`config.mk`:
```
export PLATFORM = sky130hd
export DESIGN_NAME = arm_load_store_unit
export DESIGN_NICKNAME = d
export VERILOG_FILES = /design/src/alsu_pkg.sv /design/src/alsu_front.sv /design/src/alsu_fifo.sv /design/src/alsu_back.sv /design/src/arm_load_store_unit.sv
export SDC_FILE = /design/constraint.sdc
export NUM_CORES = 2
export LEC_CHECK = 0
export BUFFER_PORTS_ARGS = -buffer_cell sky130_fd_sc_hd__clkbuf_2
export CAP_MARGIN = 5
export CELL_PAD_IN_SITES_DETAIL_PLACEMENT = 1
export CELL_PAD_IN_SITES_GLOBAL_PLACEMENT = 2
export CORE_UTILIZATION = 44
export DETAILED_ROUTE_END_ITERATION = 8
export PLACE_DENSITY = 0.91
export SKIP_CTS_REPAIR_TIMING = 1
export SYNTH_ARGS = -nofsm -noshare
export SYNTH_HDL_FRONTEND = slang
export SYNTH_SLANG_ARGS = --single-unit
```
`constraint.sdc`:
```
create_clock -name clk_i -period 8.6 [get_ports clk_i]
set_input_delay 1.72 -clock clk_i [delete_from_list [all_inputs] [get_ports clk_i]]
set_output_delay 1.72 -clock clk_i [all_outputs]
set_load 0.01 [all_outputs]
```
`src/alsu_pkg.sv`:
```
// Shared types and constants of the ARM load/store unit.
package alsu_pkg;

  localparam int NUM_REGS      = 16;
  localparam int REG_IDX_W     = $clog2(NUM_REGS);
  localparam int PENDING_DEPTH = 16;
  localparam int IQ_DEPTH      = 2;

  localparam logic [1:0]  HOP_UNSIGNED = 2'b01;
  localparam logic [31:0] WORD_BYTES   = 32'd4;
  localparam logic [31:0] HALF_MASK    = 32'h0000_FFFF;

  typedef enum logic [2:0] {
    OP_WORD  = 3'd0,
    OP_BLOCK = 3'd1,
    OP_HALF  = 3'd2,
    OP_RESP  = 3'd3,
    OP_WRITE = 3'd4,
    OP_READ  = 3'd5
  } op_e;

  typedef enum logic [2:0] {
    CMD_SINGLE,
    CMD_BLOCK,
    CMD_RESP,
    CMD_WRITE,
    CMD_READ
  } cmd_e;

  typedef enum logic [1:0] {
    KIND_BUS_RD = 2'd0,
    KIND_BUS_WR = 2'd1,
    KIND_REGVAL = 2'd2
  } kind_e;

  typedef struct packed {
    cmd_e                 cmd;
    logic                 load;
    logic                 pre;
    logic                 up;
    logic                 half;
    logic                 xfer;
    logic                 wb_base;
    logic                 reg_off;
    logic [REG_IDX_W-1:0] base_reg;
    logic [REG_IDX_W-1:0] dest_reg;
    logic [REG_IDX_W-1:0] off_reg;
    logic [11:0]          imm;
    logic [NUM_REGS-1:0]  reg_list;
    logic [31:0]          value;
  } item_t;

endpackage

```
`src/alsu_front.sv`:
```
// Front end: accepts requests and classifies them into queued commands.
module alsu_front (
  input  logic                         start_i,
  input  logic [2:0]                   operation_i,
  input  logic                         load_i,
  input  logic                         pre_index_i,
  input  logic                         up_i,
  input  logic                         write_back_i,
  input  logic                         imm_offset_sel_i,
  input  logic [alsu_pkg::REG_IDX_W-1:0] base_reg_i,
  input  logic [alsu_pkg::REG_IDX_W-1:0] dest_reg_i,
  input  logic [11:0]                  offset_i,
  input  logic [alsu_pkg::NUM_REGS-1:0] reg_list_i,
  input  logic [1:0]                   half_opcode_i,
  input  logic [31:0]                  value_i,
  input  logic                         full_i,
  output logic                         busy_o,
  output logic                         push_o,
  output alsu_pkg::item_t              item_o
);
  import alsu_pkg::*;

  logic known;

  assign busy_o = full_i;

  always_comb begin
    known           = 1'b1;
    item_o          = '0;
    item_o.load     = load_i;
    item_o.pre      = pre_index_i;
    item_o.up       = up_i;
    item_o.base_reg = base_reg_i;
    item_o.dest_reg = dest_reg_i;
    item_o.off_reg  = offset_i[REG_IDX_W-1:0];
    item_o.imm      = offset_i;
    item_o.reg_list = reg_list_i;
    item_o.value    = value_i;
    item_o.cmd      = CMD_SINGLE;
    case (operation_i)
      OP_WORD: begin
        item_o.xfer    = 1'b1;
        item_o.wb_base = !pre_index_i || write_back_i;
      end
      OP_HALF: begin
        // Only the unsigned halfword kind touches the bus; indexing still applies.
        item_o.half    = 1'b1;
        item_o.xfer    = (half_opcode_i == HOP_UNSIGNED);
        item_o.reg_off = !imm_offset_sel_i;
        item_o.wb_base = !pre_index_i || write_back_i;
      end
      OP_BLOCK: begin
        item_o.cmd     = CMD_BLOCK;
        item_o.wb_base = write_back_i;
      end
      OP_RESP:  item_o.cmd = CMD_RESP;
      OP_WRITE: item_o.cmd = CMD_WRITE;
      OP_READ:  item_o.cmd = CMD_READ;
      default:  known = 1'b0;
    endcase
  end

  // Unused operation codes change nothing, so they are dropped here.
  assign push_o = start_i && !full_i && known;

endmodule

```
`src/alsu_fifo.sv`:
```
// Short command queue between the front end and the execution back end.
module alsu_fifo (
  input  logic            clk_i,
  input  logic            rst_ni,
  input  logic            push_i,
  input  alsu_pkg::item_t item_i,
  input  logic            pop_i,
  output logic            full_o,
  output logic            empty_o,
  output alsu_pkg::item_t item_o
);
  import alsu_pkg::*;

  localparam int PTR_W = (IQ_DEPTH > 1) ? $clog2(IQ_DEPTH) : 1;
  localparam int CNT_W = $clog2(IQ_DEPTH + 1);

  item_t            mem_q [IQ_DEPTH];
  logic [PTR_W-1:0] wr_ptr_q, wr_ptr_d;
  logic [PTR_W-1:0] rd_ptr_q, rd_ptr_d;
  logic [CNT_W-1:0] cnt_q, cnt_d;
  logic             do_push, do_pop;

  assign full_o  = (cnt_q == CNT_W'(IQ_DEPTH));
  assign empty_o = (cnt_q == '0);
  assign item_o  = mem_q[rd_ptr_q];
  assign do_push = push_i && !full_o;
  assign do_pop  = pop_i && !empty_o;

  always_comb begin
    wr_ptr_d = wr_ptr_q;
    rd_ptr_d = rd_ptr_q;
    cnt_d    = cnt_q;
    if (do_push) begin
      wr_ptr_d = (wr_ptr_q == PTR_W'(IQ_DEPTH - 1)) ? '0 : wr_ptr_q + 1'b1;
    end
    if (do_pop) begin
      rd_ptr_d = (rd_ptr_q == PTR_W'(IQ_DEPTH - 1)) ? '0 : rd_ptr_q + 1'b1;
    end
    if (do_push && !do_pop) begin
      cnt_d = cnt_q + 1'b1;
    end else if (!do_push && do_pop) begin
      cnt_d = cnt_q - 1'b1;
    end
  end

  always_ff @(posedge clk_i or negedge rst_ni) begin
    if (!rst_ni) begin
      wr_ptr_q <= '0;
      rd_ptr_q <= '0;
      cnt_q    <= '0;
    end else begin
      wr_ptr_q <= wr_ptr_d;
      rd_ptr_q <= rd_ptr_d;
      cnt_q    <= cnt_d;
    end
  end

  always_ff @(posedge clk_i) begin
    if (do_push) begin
      mem_q[wr_ptr_q] <= item_i;
    end
  end

endmodule

```
`src/alsu_back.sv`:
```
// Back end: register file, pending load queue and the transfer sequencer.
module alsu_back #(
  parameter int PendingDepth = alsu_pkg::PENDING_DEPTH
) (
  input  logic            clk_i,
  input  logic            rst_ni,
  input  logic            empty_i,
  input  alsu_pkg::item_t item_i,
  output logic            pop_o,
  output logic            result_valid_o,
  output logic [1:0]      out_kind_o,
  output logic [31:0]     address_o,
  output logic [31:0]     data_o,
  output logic            halfword_o,
  output logic            last_o
);
  import alsu_pkg::*;

  localparam int PIDX_W = (PendingDepth > 1) ? $clog2(PendingDepth) : 1;
  localparam int PCNT_W = $clog2(PendingDepth + 1);

  typedef enum logic [2:0] {
    S_IDLE,
    S_SADDR,
    S_SEMIT,
    S_BADDR,
    S_BEMIT,
    S_RDOUT
  } state_e;

  function automatic logic [REG_IDX_W-1:0] lowest_bit(input logic [NUM_REGS-1:0] m);
    logic [REG_IDX_W-1:0] idx;
    idx = '0;
    for (int i = NUM_REGS - 1; i >= 0; i--) begin
      if (m[i]) idx = REG_IDX_W'(i);
    end
    return idx;
  endfunction

  // Register file: two registered read ports, one write port, valid bits for reset.
  logic [31:0]          regs_q [NUM_REGS];
  logic [NUM_REGS-1:0]  reg_valid_q;
  logic [31:0]          rdata_a_q, rdata_b_q;
  logic [REG_IDX_W-1:0] rd_a_addr, rd_b_addr;
  logic                 wr_en;
  logic [REG_IDX_W-1:0] wr_addr;
  logic [31:0]          wr_data;

  // Pending load queue.
  logic [REG_IDX_W-1:0] pend_reg_q    [PendingDepth];
  logic                 pend_half_q   [PendingDepth];
  logic                 pend_cancel_q [PendingDepth];
  logic [PIDX_W-1:0]    head_q, tail_q;
  logic [PCNT_W-1:0]    pcnt_q;
  logic                 enq_en, pend_pop, cancel_en;
  logic [REG_IDX_W-1:0] enq_reg;
  logic                 enq_half;
  logic                 pend_full;

  // Sequencer.
  state_e               state_q, state_d;
  item_t                item_q, item_d;
  logic [31:0]          addr_q, addr_d;
  logic [31:0]          moved_q, moved_d;
  logic [REG_IDX_W-1:0] cur_q, cur_d;
  logic [NUM_REGS-1:0]  rem_q, rem_d;
  logic                 res_valid_d;
  logic [1:0]           res_kind_d;
  logic [31:0]          res_addr_d, res_data_d;
  logic                 res_half_d, res_last_d;
  logic                 res_valid_q;
  logic [1:0]           res_kind_q;
  logic [31:0]          res_addr_q, res_data_q;
  logic                 res_half_q, res_last_q;

  logic [31:0]          offset_val, base_val, size_val, moved_val;
  logic [4:0]           sel_cnt;
  logic [NUM_REGS-1:0]  first_mask;

  assign pend_full = (pcnt_q == PCNT_W'(PendingDepth));

  always_comb begin
    state_d     = state_q;
    item_d      = item_q;
    addr_d      = addr_q;
    moved_d     = moved_q;
    cur_d       = cur_q;
    rem_d       = rem_q;
    pop_o       = 1'b0;
    rd_a_addr   = item_q.dest_reg;
    rd_b_addr   = item_q.off_reg;
    wr_en       = 1'b0;
    wr_addr     = item_q.base_reg;
    wr_data     = moved_q;
    cancel_en   = 1'b0;
    enq_en      = 1'b0;
    enq_reg     = item_q.dest_reg;
    enq_half    = item_q.half;
    pend_pop    = 1'b0;
    res_valid_d = 1'b0;
    res_kind_d  = KIND_BUS_RD;
    res_addr_d  = addr_q;
    res_data_d  = '0;
    res_half_d  = 1'b0;
    res_last_d  = 1'b0;

    offset_val  = item_q.reg_off ? rdata_b_q : {20'b0, item_q.imm};
    base_val    = rdata_a_q;
    moved_val   = item_q.up ? base_val + offset_val : base_val - offset_val;
    sel_cnt     = 5'($countones(item_q.reg_list));
    size_val    = {25'b0, sel_cnt, 2'b00};
    first_mask  = '0;

    case (state_q)
      S_IDLE: begin
        if (!empty_i) begin
          pop_o     = 1'b1;
          item_d    = item_i;
          rd_a_addr = item_i.base_reg;
          rd_b_addr = item_i.off_reg;
          case (item_i.cmd)
            CMD_SINGLE: state_d = S_SADDR;
            CMD_BLOCK: begin
              // An empty register list leaves everything untouched.
              if (item_i.reg_list != '0) state_d = S_BADDR;
            end
            CMD_RESP: begin
              if (pcnt_q != '0) begin
                pend_pop = 1'b1;
                wr_en    = !pend_cancel_q[head_q];
                wr_addr  = pend_reg_q[head_q];
                wr_data  = pend_half_q[head_q] ? (item_i.value & HALF_MASK) : item_i.value;
              end
            end
            CMD_WRITE: begin
              wr_en   = 1'b1;
              wr_addr = item_i.dest_reg;
              wr_data = item_i.value;
            end
            CMD_READ: begin
              rd_a_addr = item_i.dest_reg;
              state_d   = S_RDOUT;
            end
            default: state_d = S_IDLE;
          endcase
        end
      end
      S_SADDR: begin
        moved_d   = moved_val;
        addr_d    = item_q.pre ? moved_val : base_val;
        rd_a_addr = item_q.dest_reg;
        state_d   = S_SEMIT;
      end
      S_SEMIT: begin
        if (item_q.xfer) begin
          res_valid_d = 1'b1;
          res_kind_d  = item_q.load ? KIND_BUS_RD : KIND_BUS_WR;
          res_half_d  = item_q.half;
          res_last_d  = 1'b1;
          if (!item_q.load) begin
            res_data_d = item_q.half ? (rdata_a_q & HALF_MASK) : rdata_a_q;
          end
          enq_en = item_q.load;
        end
        wr_en     = item_q.wb_base;
        cancel_en = item_q.wb_base;
        state_d   = S_IDLE;
      end
      S_BADDR: begin
        if (item_q.up) begin
          addr_d  = item_q.pre ? base_val + WORD_BYTES : base_val;
          moved_d = base_val + size_val;
        end else begin
          addr_d  = item_q.pre ? base_val - size_val : base_val - size_val + WORD_BYTES;
          moved_d = base_val - size_val;
        end
        cur_d      = lowest_bit(item_q.reg_list);
        first_mask = NUM_REGS'(1) << cur_d;
        rem_d      = item_q.reg_list & ~first_mask;
        rd_a_addr  = cur_d;
        state_d    = S_BEMIT;
      end
      S_BEMIT: begin
        res_valid_d = 1'b1;
        res_kind_d  = item_q.load ? KIND_BUS_RD : KIND_BUS_WR;
        res_data_d  = item_q.load ? '0 : rdata_a_q;
        res_last_d  = (rem_q == '0);
        enq_en      = item_q.load;
        enq_reg     = cur_q;
        enq_half    = 1'b0;
        addr_d      = addr_q + WORD_BYTES;
        if (rem_q != '0) begin
          cur_d      = lowest_bit(rem_q);
          first_mask = NUM_REGS'(1) << cur_d;
          rem_d      = rem_q & ~first_mask;
          rd_a_addr  = cur_d;
        end else begin
          // The base update also cancels loads queued by this same request.
          wr_en     = item_q.wb_base;
          cancel_en = item_q.wb_base;
          state_d   = S_IDLE;
        end
      end
      S_RDOUT: begin
        res_valid_d = 1'b1;
        res_kind_d  = KIND_REGVAL;
        res_addr_d  = '0;
        res_data_d  = rdata_a_q;
        res_last_d  = 1'b1;
        state_d     = S_IDLE;
      end
      default: state_d = S_IDLE;
    endcase
  end

  always_ff @(posedge clk_i or negedge rst_ni) begin
    if (!rst_ni) begin
      state_q     <= S_IDLE;
      res_valid_q <= 1'b0;
      item_q      <= '0;
      addr_q      <= '0;
      moved_q     <= '0;
      cur_q       <= '0;
      rem_q       <= '0;
      res_kind_q  <= '0;
      res_addr_q  <= '0;
      res_data_q  <= '0;
      res_half_q  <= 1'b0;
      res_last_q  <= 1'b0;
    end else begin
      state_q     <= state_d;
      res_valid_q <= res_valid_d;
      item_q      <= item_d;
      addr_q      <= addr_d;
      moved_q     <= moved_d;
      cur_q       <= cur_d;
      rem_q       <= rem_d;
      res_kind_q  <= res_kind_d;
      res_addr_q  <= res_addr_d;
      res_data_q  <= res_data_d;
      res_half_q  <= res_half_d;
      res_last_q  <= res_last_d;
    end
  end

  always_ff @(posedge clk_i or negedge rst_ni) begin
    if (!rst_ni) begin
      reg_valid_q <= '0;
    end else if (wr_en) begin
      reg_valid_q[wr_addr] <= 1'b1;
    end
  end

  always_ff @(posedge clk_i) begin
    if (wr_en) begin
      regs_q[wr_addr] <= wr_data;
    end
    rdata_a_q <= reg_valid_q[rd_a_addr] ? regs_q[rd_a_addr] : '0;
    rdata_b_q <= reg_valid_q[rd_b_addr] ? regs_q[rd_b_addr] : '0;
  end

  always_ff @(posedge clk_i or negedge rst_ni) begin
    if (!rst_ni) begin
      head_q <= '0;
      tail_q <= '0;
      pcnt_q <= '0;
    end else begin
      if (enq_en && !pend_full) begin
        tail_q <= (tail_q == PIDX_W'(PendingDepth - 1)) ? '0 : tail_q + 1'b1;
        pcnt_q <= pcnt_q + 1'b1;
      end else if (pend_pop) begin
        head_q <= (head_q == PIDX_W'(PendingDepth - 1)) ? '0 : head_q + 1'b1;
        pcnt_q <= pcnt_q - 1'b1;
      end
    end
  end

  // Entries outside the queue may be marked too; they are rewritten on enqueue.
  always_ff @(posedge clk_i) begin
    for (int i = 0; i < PendingDepth; i++) begin
      if (enq_en && !pend_full && (tail_q == PIDX_W'(i))) begin
        pend_cancel_q[i] <= cancel_en && (enq_reg == wr_addr);
      end else if (cancel_en && (pend_reg_q[i] == wr_addr)) begin
        pend_cancel_q[i] <= 1'b1;
      end
    end
    if (enq_en && !pend_full) begin
      pend_reg_q[tail_q]  <= enq_reg;
      pend_half_q[tail_q] <= enq_half;
    end
  end

  assign result_valid_o = res_valid_q;
  assign out_kind_o     = res_kind_q;
  assign address_o      = res_addr_q;
  assign data_o         = res_data_q;
  assign halfword_o     = res_half_q;
  assign last_o         = res_last_q;

endmodule

```
`src/arm_load_store_unit.sv`:
```
// Top level of the ARM load/store unit: front end, command queue and back end.
//
// A request is taken when start_i is high and busy_o is low; busy_o rises only
// when the two-entry command queue is full. Results appear for one cycle with
// result_valid_o and cannot be held off. In the back end a response or a
// register write is done in the idle state as it is taken, a register read
// passes through a read-out state, a word or halfword transfer through an
// address and an emit state, and a block transfer through an address state
// and one emit state per selected register, each emitting one bus request.
// The two register read ports are registered; one queued command runs at a time.
module arm_load_store_unit #(
  parameter int PendingDepth = alsu_pkg::PENDING_DEPTH
) (
  input  logic                          clk_i,
  input  logic                          rst_ni,
  input  logic                          start_i,
  output logic                          busy_o,
  input  logic [2:0]                    operation_i,
  input  logic                          load_i,
  input  logic                          pre_index_i,
  input  logic                          up_i,
  input  logic                          write_back_i,
  input  logic                          imm_offset_sel_i,
  input  logic [alsu_pkg::REG_IDX_W-1:0] base_reg_i,
  input  logic [alsu_pkg::REG_IDX_W-1:0] dest_reg_i,
  input  logic [11:0]                   offset_i,
  input  logic [alsu_pkg::NUM_REGS-1:0] reg_list_i,
  input  logic [1:0]                    half_opcode_i,
  input  logic [31:0]                   value_i,
  output logic                          result_valid_o,
  output logic [1:0]                    out_kind_o,
  output logic [31:0]                   address_o,
  output logic [31:0]                   data_o,
  output logic                          halfword_o,
  output logic                          last_o
);
  import alsu_pkg::*;

  item_t push_item, head_item;
  logic  push, pop, full, empty;

  alsu_front u_front (
    .start_i          (start_i),
    .operation_i      (operation_i),
    .load_i           (load_i),
    .pre_index_i      (pre_index_i),
    .up_i             (up_i),
    .write_back_i     (write_back_i),
    .imm_offset_sel_i (imm_offset_sel_i),
    .base_reg_i       (base_reg_i),
    .dest_reg_i       (dest_reg_i),
    .offset_i         (offset_i),
    .reg_list_i       (reg_list_i),
    .half_opcode_i    (half_opcode_i),
    .value_i          (value_i),
    .full_i           (full),
    .busy_o           (busy_o),
    .push_o           (push),
    .item_o           (push_item)
  );

  alsu_fifo u_fifo (
    .clk_i   (clk_i),
    .rst_ni  (rst_ni),
    .push_i  (push),
    .item_i  (push_item),
    .pop_i   (pop),
    .full_o  (full),
    .empty_o (empty),
    .item_o  (head_item)
  );

  alsu_back #(
    .PendingDepth (PendingDepth)
  ) u_back (
    .clk_i          (clk_i),
    .rst_ni         (rst_ni),
    .empty_i        (empty),
    .item_i         (head_item),
    .pop_o          (pop),
    .result_valid_o (result_valid_o),
    .out_kind_o     (out_kind_o),
    .address_o      (address_o),
    .data_o         (data_o),
    .halfword_o     (halfword_o),
    .last_o         (last_o)
  );

endmodule

```
### Word level (Yosys, flattened, before mapping)

Memories as Yosys holds them, arrays and structs flattened. A register that Yosys moved wholly into a read port is not among the register bits.
Cells that the tools add are included.

| operators by class | value |
|---|---|
| add/sub/neg operators | 30 |
| magnitude comparators | 4 |
| eq/ne operators | 55 |
| shift-type cells | 2 |
| muxes and demuxes | 220 |
| bitwise logic cells | 23 |
| reduce and logical (&&, ||, !) cells | 74 |

Operator list:

| operator | count |
|---|---|
| 2-to-1 mux 32 bit | 16 |
| case mux 32 bit (3 select lines) | 2 |
| 2-to-1 mux 4 bit | 47 |
| case mux 32 bit (2 select lines) | 2 |
| 2-to-1 mux 1 bit | 125 |
| adder 32 x 3 -> 32 bit (second input constant) | 3 |
| equality test 4 bit | 17 |
| logical AND 1 bit | 41 |
| equality test 4 bit (second input constant) | 9 |
| case mux 3 bit (4 select lines) | 3 |
| adder 5 bit | 7 |
| adder 32 bit | 1 |
| adder 32 x 7 -> 32 bit | 1 |
| bitwise AND 16 bit | 2 |
| inverter 16 bit | 2 |
| case mux 16 bit (2 select lines) | 1 |
| nonzero test 16 bit | 2 |
| left shift 1 x 4 -> 16 bit (first input constant) | 2 |
| subtractor 32 bit | 1 |
| subtractor 32 x 7 -> 32 bit | 1 |
| equality test 3 x 2 -> 1 bit (second input constant) | 6 |
| adder 1 x 1 -> 2 bit | 8 |
| equality test 4 x 3 -> 1 bit (second input constant) | 4 |
| zero test 16 bit | 1 |
| 44 further kinds | 104 |

| storage, ports and cells | value |
|---|---|
| bits in registers | 236 |
| memory bits (writable) | 772 |
| bits of input ports | 81 |
| output and inout bits | 70 |
| logic and storage cells | 443 |
| memories | 5 |

Memories:

| name | depth | bits a word | rd ports | clocked after memory_dff | write ports | line | RTL |
|---|---|---|---|---|---|---|---|
| u_back.regs_q | 16 | 32 | 2 | 2 | 1 | alsu_back.sv:41 | `logic [31:0] regs_q [NUM_REGS];` |
| u_fifo.mem_q | 2 | 82 | 1 | 0 | 1 | alsu_fifo.sv:17 | `item_t mem_q [IQ_DEPTH];` |
| u_back.pend_reg_q | 16 | 4 | 17 | 0 | 1 | alsu_back.sv:50 | `logic [REG_IDX_W-1:0] pend_reg_q [PendingDepth];` |
| u_back.pend_cancel_q | 16 | 1 | 1 | 0 | 16 | alsu_back.sv:52 | `logic pend_cancel_q [PendingDepth];` |
| u_back.pend_half_q | 16 | 1 | 1 | 0 | 1 | alsu_back.sv:51 | `logic pend_half_q [PendingDepth];` |

### Depth between registers and ports, before layout

| logic depth | value |
|---|---|
| depth in word-level cells | 23 |
| gate-level depth with buffers | 25 |
| gate-level depth less buffers | 23 |

### Modules after synthesis

A second synthesis with hierarchy kept.

| second synthesis, totals | value |
|---|---|
| cells, all modules | 4799 |
| area, all modules | 55330.6 sq um |

Modules (own cells, without submodules):

| module | instances | cells each | area each (sq um) | seq. area each (sq um) |
|---|---|---|---|---|
| alsu_back | 1 | 4433 | 48193.7 | 25334.3 |
| alsu_fifo | 1 | 274 | 6463.7 | 5024.8 |
| alsu_front | 1 | 92 | 673.1 | 0.0 |

### Worst setup path before layout

Ideal clock, no wire load.

| timing path | value |
|---|---|
| path type | reg2reg |
| start | register u_back.item_q[44] in the netlist's numbering |
| end | register u_back.addr_q[24] |
| setup time | 0.123 ns |
| arrival | 6.669 ns |
| required time | 8.477 ns |
| slack | 1.808 ns |
| cell stages (with the launch flop) | 22 |
| buffers on the path | 2 |
| period minus slack after synthesis | 6.792 ns |
| cell sequence | dfrtp_1 ha_1 fa_1 fa_1 inv_1 fa_1 fa_1 inv_1 ha_1 fa_1 xor2_1 ha_1 buf_2 nor4_1 clkbuf_1 o31ai_1 a222oi_1 nand4_1 or4_1 and3_1 a2111o_1 o221a_1 |

| on the way | value |
|---|---|
| cells in the longest elaborated chain, start to end | 9 |

RTL lines:

| element | line | RTL |
|---|---|---|
| start: declaration | alsu_back.sv:62 | `item_t item_q, item_d;` |
| start signal: assignment | alsu_back.sv:233 | `item_q <= item_d;` |
| adder 1 x 1 -> 2 bit (implied by the code) (*) | alsu_back.sv:110 | `sel_cnt = 5'($countones(item_q.reg_list));` |
| adder 5 bit (implied by the code) (*) (3 in series) | alsu_back.sv:110 |  |
| subtractor 32 x 7 -> 32 bit (*) | alsu_back.sv:174 | `addr_d = item_q.pre ? base_val - size_val : base_val - size_val + WORD_BYTES;` |
| adder 32 x 3 -> 32 bit | alsu_back.sv:174 |  |
| 2-to-1 mux 32 bit (*) | alsu_back.sv:174 |  |
| 2-to-1 mux 32 bit (*) | alsu_back.sv:170 | `if (item_q.up) begin` |
| case mux 32 bit (3 select lines) (*) | alsu_back.sv:114 | `case (state_q)` |
| end signal: assignment | alsu_back.sv:234 | `addr_q <= addr_d;` |
| end: declaration | alsu_back.sv:63 | `logic [31:0] addr_q, addr_d;` |

Mark *: on every way between the ends. The rest lies on a longest branch, timed or not.
A chain may end at the register's enable or synchronous reset.

### Worst setup path after layout

| timing path | value |
|---|---|
| start | register u_back.item_q[36] in the netlist's numbering |
| end | register u_back.addr_q[24] |

Same word-level chain as after synthesis.

==> impl_metrics.json <==
{
  "post-place-cells": 6155,
  "nFillCells": 12770,
  "crit_path_end_kind": "register",
  "synth_area_leaders": "edfxtp_1, dfrtp_1, mux4_2",
  "synth_seq_area_share_pct": 54.70,
  "dr.first_iter.drc_count": 4707,
  "layout-drive-gt1-share_pct": 16.05,
  "synth_warnings": 0,
  "netlist_area_mm2": 0.05488,
  "crit_top_cell": "fa_1",
  "ant_nets": 0,
  "cp_max_fo": 14,
  "rows": 129,
  "yosys_register_bits": 1060,
  "first_pass_iters": 5,
  "grtUsageTotal_pct": 30.36,
  "synth_fa_ha_area_share_pct": 2.143,
  "drc": 0,
  "synth_top_area_cell": "edfxtp_1",
  "vias": 41660,
  "io_pins": 151,
  "path_clk_slew_ps": 70,
  "post_drt_wl_per_cell_um": 30.43,
  "grt_pass1_vias": 42970,
  "grt.overflow.total": 0,
  "h-tree-depth": 3,
  "tightest_slew_ps": 1352,
  "grt_pass1_wl_um": 285100,
  "cts_inserted_buffers": 113,
  "synthArstFlopShare_pct": 21.89,
  "preCtsSetupSlack_ps": 1099,
  "fin_worst_skew_ps": 47.36,
  "synth_top_family_by_area": "multiplexers",
  "ys.flop_type": "edfxtp_1",
  "layout_min_cycle_time_ps": 7582,
  "drv_slew": 0,
  "coreArea_mm2": 0.1236,
  "synthMuxAreaShare_pct": 13.62,
  "crit_chain": "ha_1 -> inv_1 -> fa_1 -> inv_1 -> fa_1 -> inv_1 -> fa_1 -> fa_1 -> inv_1 -> ha_1 -> fa_1 -> xor2_1 -> ha_1 -> nor2b_1 -> o21a_1 -> buf_4 -> or4_1 -> a222oi_1 -> nand4_1 -> buf_4 -> or4_1 -> and3_1 -> a2111o_1 -> o221a_1",
  "clock.fmax_ghz": 0.1319,
  "tns_ps": 0,
  "slew_headroom_pct": 9.273,
  "arrival_ps": 8200,
  "gp_congestion": 0.9279,
  "die_x_um": 355.2,
  "critPathKind": "reg2reg",
  "synthSimpleGateAreaFrac_pct": 12.17,
  "slowest_stage": "a222oi_1",
  "clock_latency_ps": 760,
  "stdcell_count": 6369,
  "cts_root_buffer": "clkbuf_16",
  "synth_nets": 4705,
  "crit_path_start_kind": "register",
  "yosysMostFrequentCell": "edfxtp_1",
  "die_h_um": 355.2,
  "crit_family": "adder cells",
  "fin_ws_ps": 1018,
  "numPortBuffers": 150,
  "setup_violations": 0,
  "via_per_inst": 6.541,
  "synth.avg_cell_area_um2": 12.09,
  "initial_core_util_pct": 44.39,
  "drv_cap": 0,
  "area_delta_synth_final_pct": 12.38,
  "synth_compound_area_share_pct": 11.31,
  "hold_path.class": "reg2reg",
  "dp_hpwl_um": 127200,
  "final_hold_viol_count": 0,
  "cts_tree": "done",
  "synth_enable_flop_cells": 763,
  "cts.sinks": 1060,
  "die-area_mm2": 0.1261,
  "nets": 4799,
  "synthCells": 4539,
  "status": "finished clean",
  "ys_top_cells_by_count": "edfxtp_1, nand2_1, mux2i_1",
  "synth_top_area_share_pct": 41.75,
  "ys_types": 98,
  "final.period_utilization_pct": 88.16,
  "antenna_found_initial": 5,
  "path_buf_inv": 6,
  "cp_slowest_stage_delay_ps": 610,
  "grt_setup_unrepaired": "no",
  "critPathRequiredTime_ps": 9210,
  "routed_wl_um": 193800,
  "hold_slack_ps": 487.0,
  "ctsLongestPathBuffers": 3,
  "synth_xor_area_share_pct": 3.304,
  "grt_max_degree": 121
}
## worst register-to-register path: stages (launching register included)
cell,delay [ps]
dfrtp_1,470
ha_1,320
inv_1,50
fa_1,520
inv_1,60
fa_1,500
inv_1,60
fa_1,410
fa_1,510
inv_1,40
ha_1,210
fa_1,440
xor2_1,170
ha_1,490
nor2b_1,110
o21a_1,180
buf_4,180
or4_1,500
a222oi_1,610
nand4_1,160
buf_4,210
or4_1,500
and3_1,220
a2111o_1,390
o221a_1,120
## kinds of logic after synthesis
kind of cell    after synthesis
compound gates              913
mux                         540
flops                      1060
fa+ha+maj                    85
xor+xnor                    207
buf+inv                     387
simple gates               1347
## cell type report
type	count	area (µm²)	share of cell area (%)
flip-flops and latches	1060	30030	48.69
multi-input cells	3092	23630	38.31
clock buffers	149	3134	5.082
well taps	1637	2048	3.321
repair buffers	285	1837	2.978
clock inverters	63	675.6	1.096
inverters	81	315.3	0.5113
diodes	2	5.005	0.008115
## state kept, by name (all words and copies together), names as in the netlist, 16 cells and up
name                  cells
u_back.addr_q            32
u_back.address_o         32
u_back.base_val          32
u_back.data_o            32
u_back.item_q            43
u_back.moved_q           32
u_back.pend_cancel_q     16
u_back.pend_half_q       16
u_back.pend_reg_q        64
u_back.rdata_b_q         32
u_back.reg_valid_q       16
u_back.regs_q           512
u_back.rem_q             16
u_fifo.mem_q            156
## cells in the final DEF (no fill, tap or decap), types with 97 or more instances in the layout
master,n
mux4_2,164
buf_4,130
edfxtp_1,763
nor3_1,97
dfrtp_1,228
o21ai_0,200
nor2_1,210
xnor2_1,122
nand2_1,420
clkbuf_16,114
mux2i_1,363
a21oi_1,155
nand3_1,126
clkbuf_2,149
## final timing paths
check	startpoint	end	slack (ps)	cells past startpoint
worst max-delay path	u_back.item_q[36]	u_back.addr_q[24]	1020	24
worst min-delay path	u_back.item_q[67]	u_back.item_q[67]	490	2
worst max register to register	u_back.item_q[36]	u_back.addr_q[24]	1020	24
worst min register to register	u_back.item_q[67]	u_back.item_q[67]	490	2
max in group asynchronous	rst_ni	u_fifo.rd_ptr_q	6240	2
min in group asynchronous	rst_ni	u_back.data_o[19]	1020	1
## per-stage QoR
step,area (µm²),util [%]
3_5_place_dp,57860,46.79
4_1_cts,61670,49.88
3_3_place_gp,57860,46.79
2_1_floorplan,54880,-
5_1_grt,61670,49.88
6_report,61670,49.88
## layer usage
metal | wire length [µm] | track usage (%)
met5 | 34 | 0
met4 | 10100 | 14.88
met2 | 89870 | 48.29
met3 | 15970 | 5.533
met1 | 77810 | 40.06
Power is left out: the tool's default activity adds up to more than one toggle a clock period on the data nets, which glitch-free logic cannot reach.
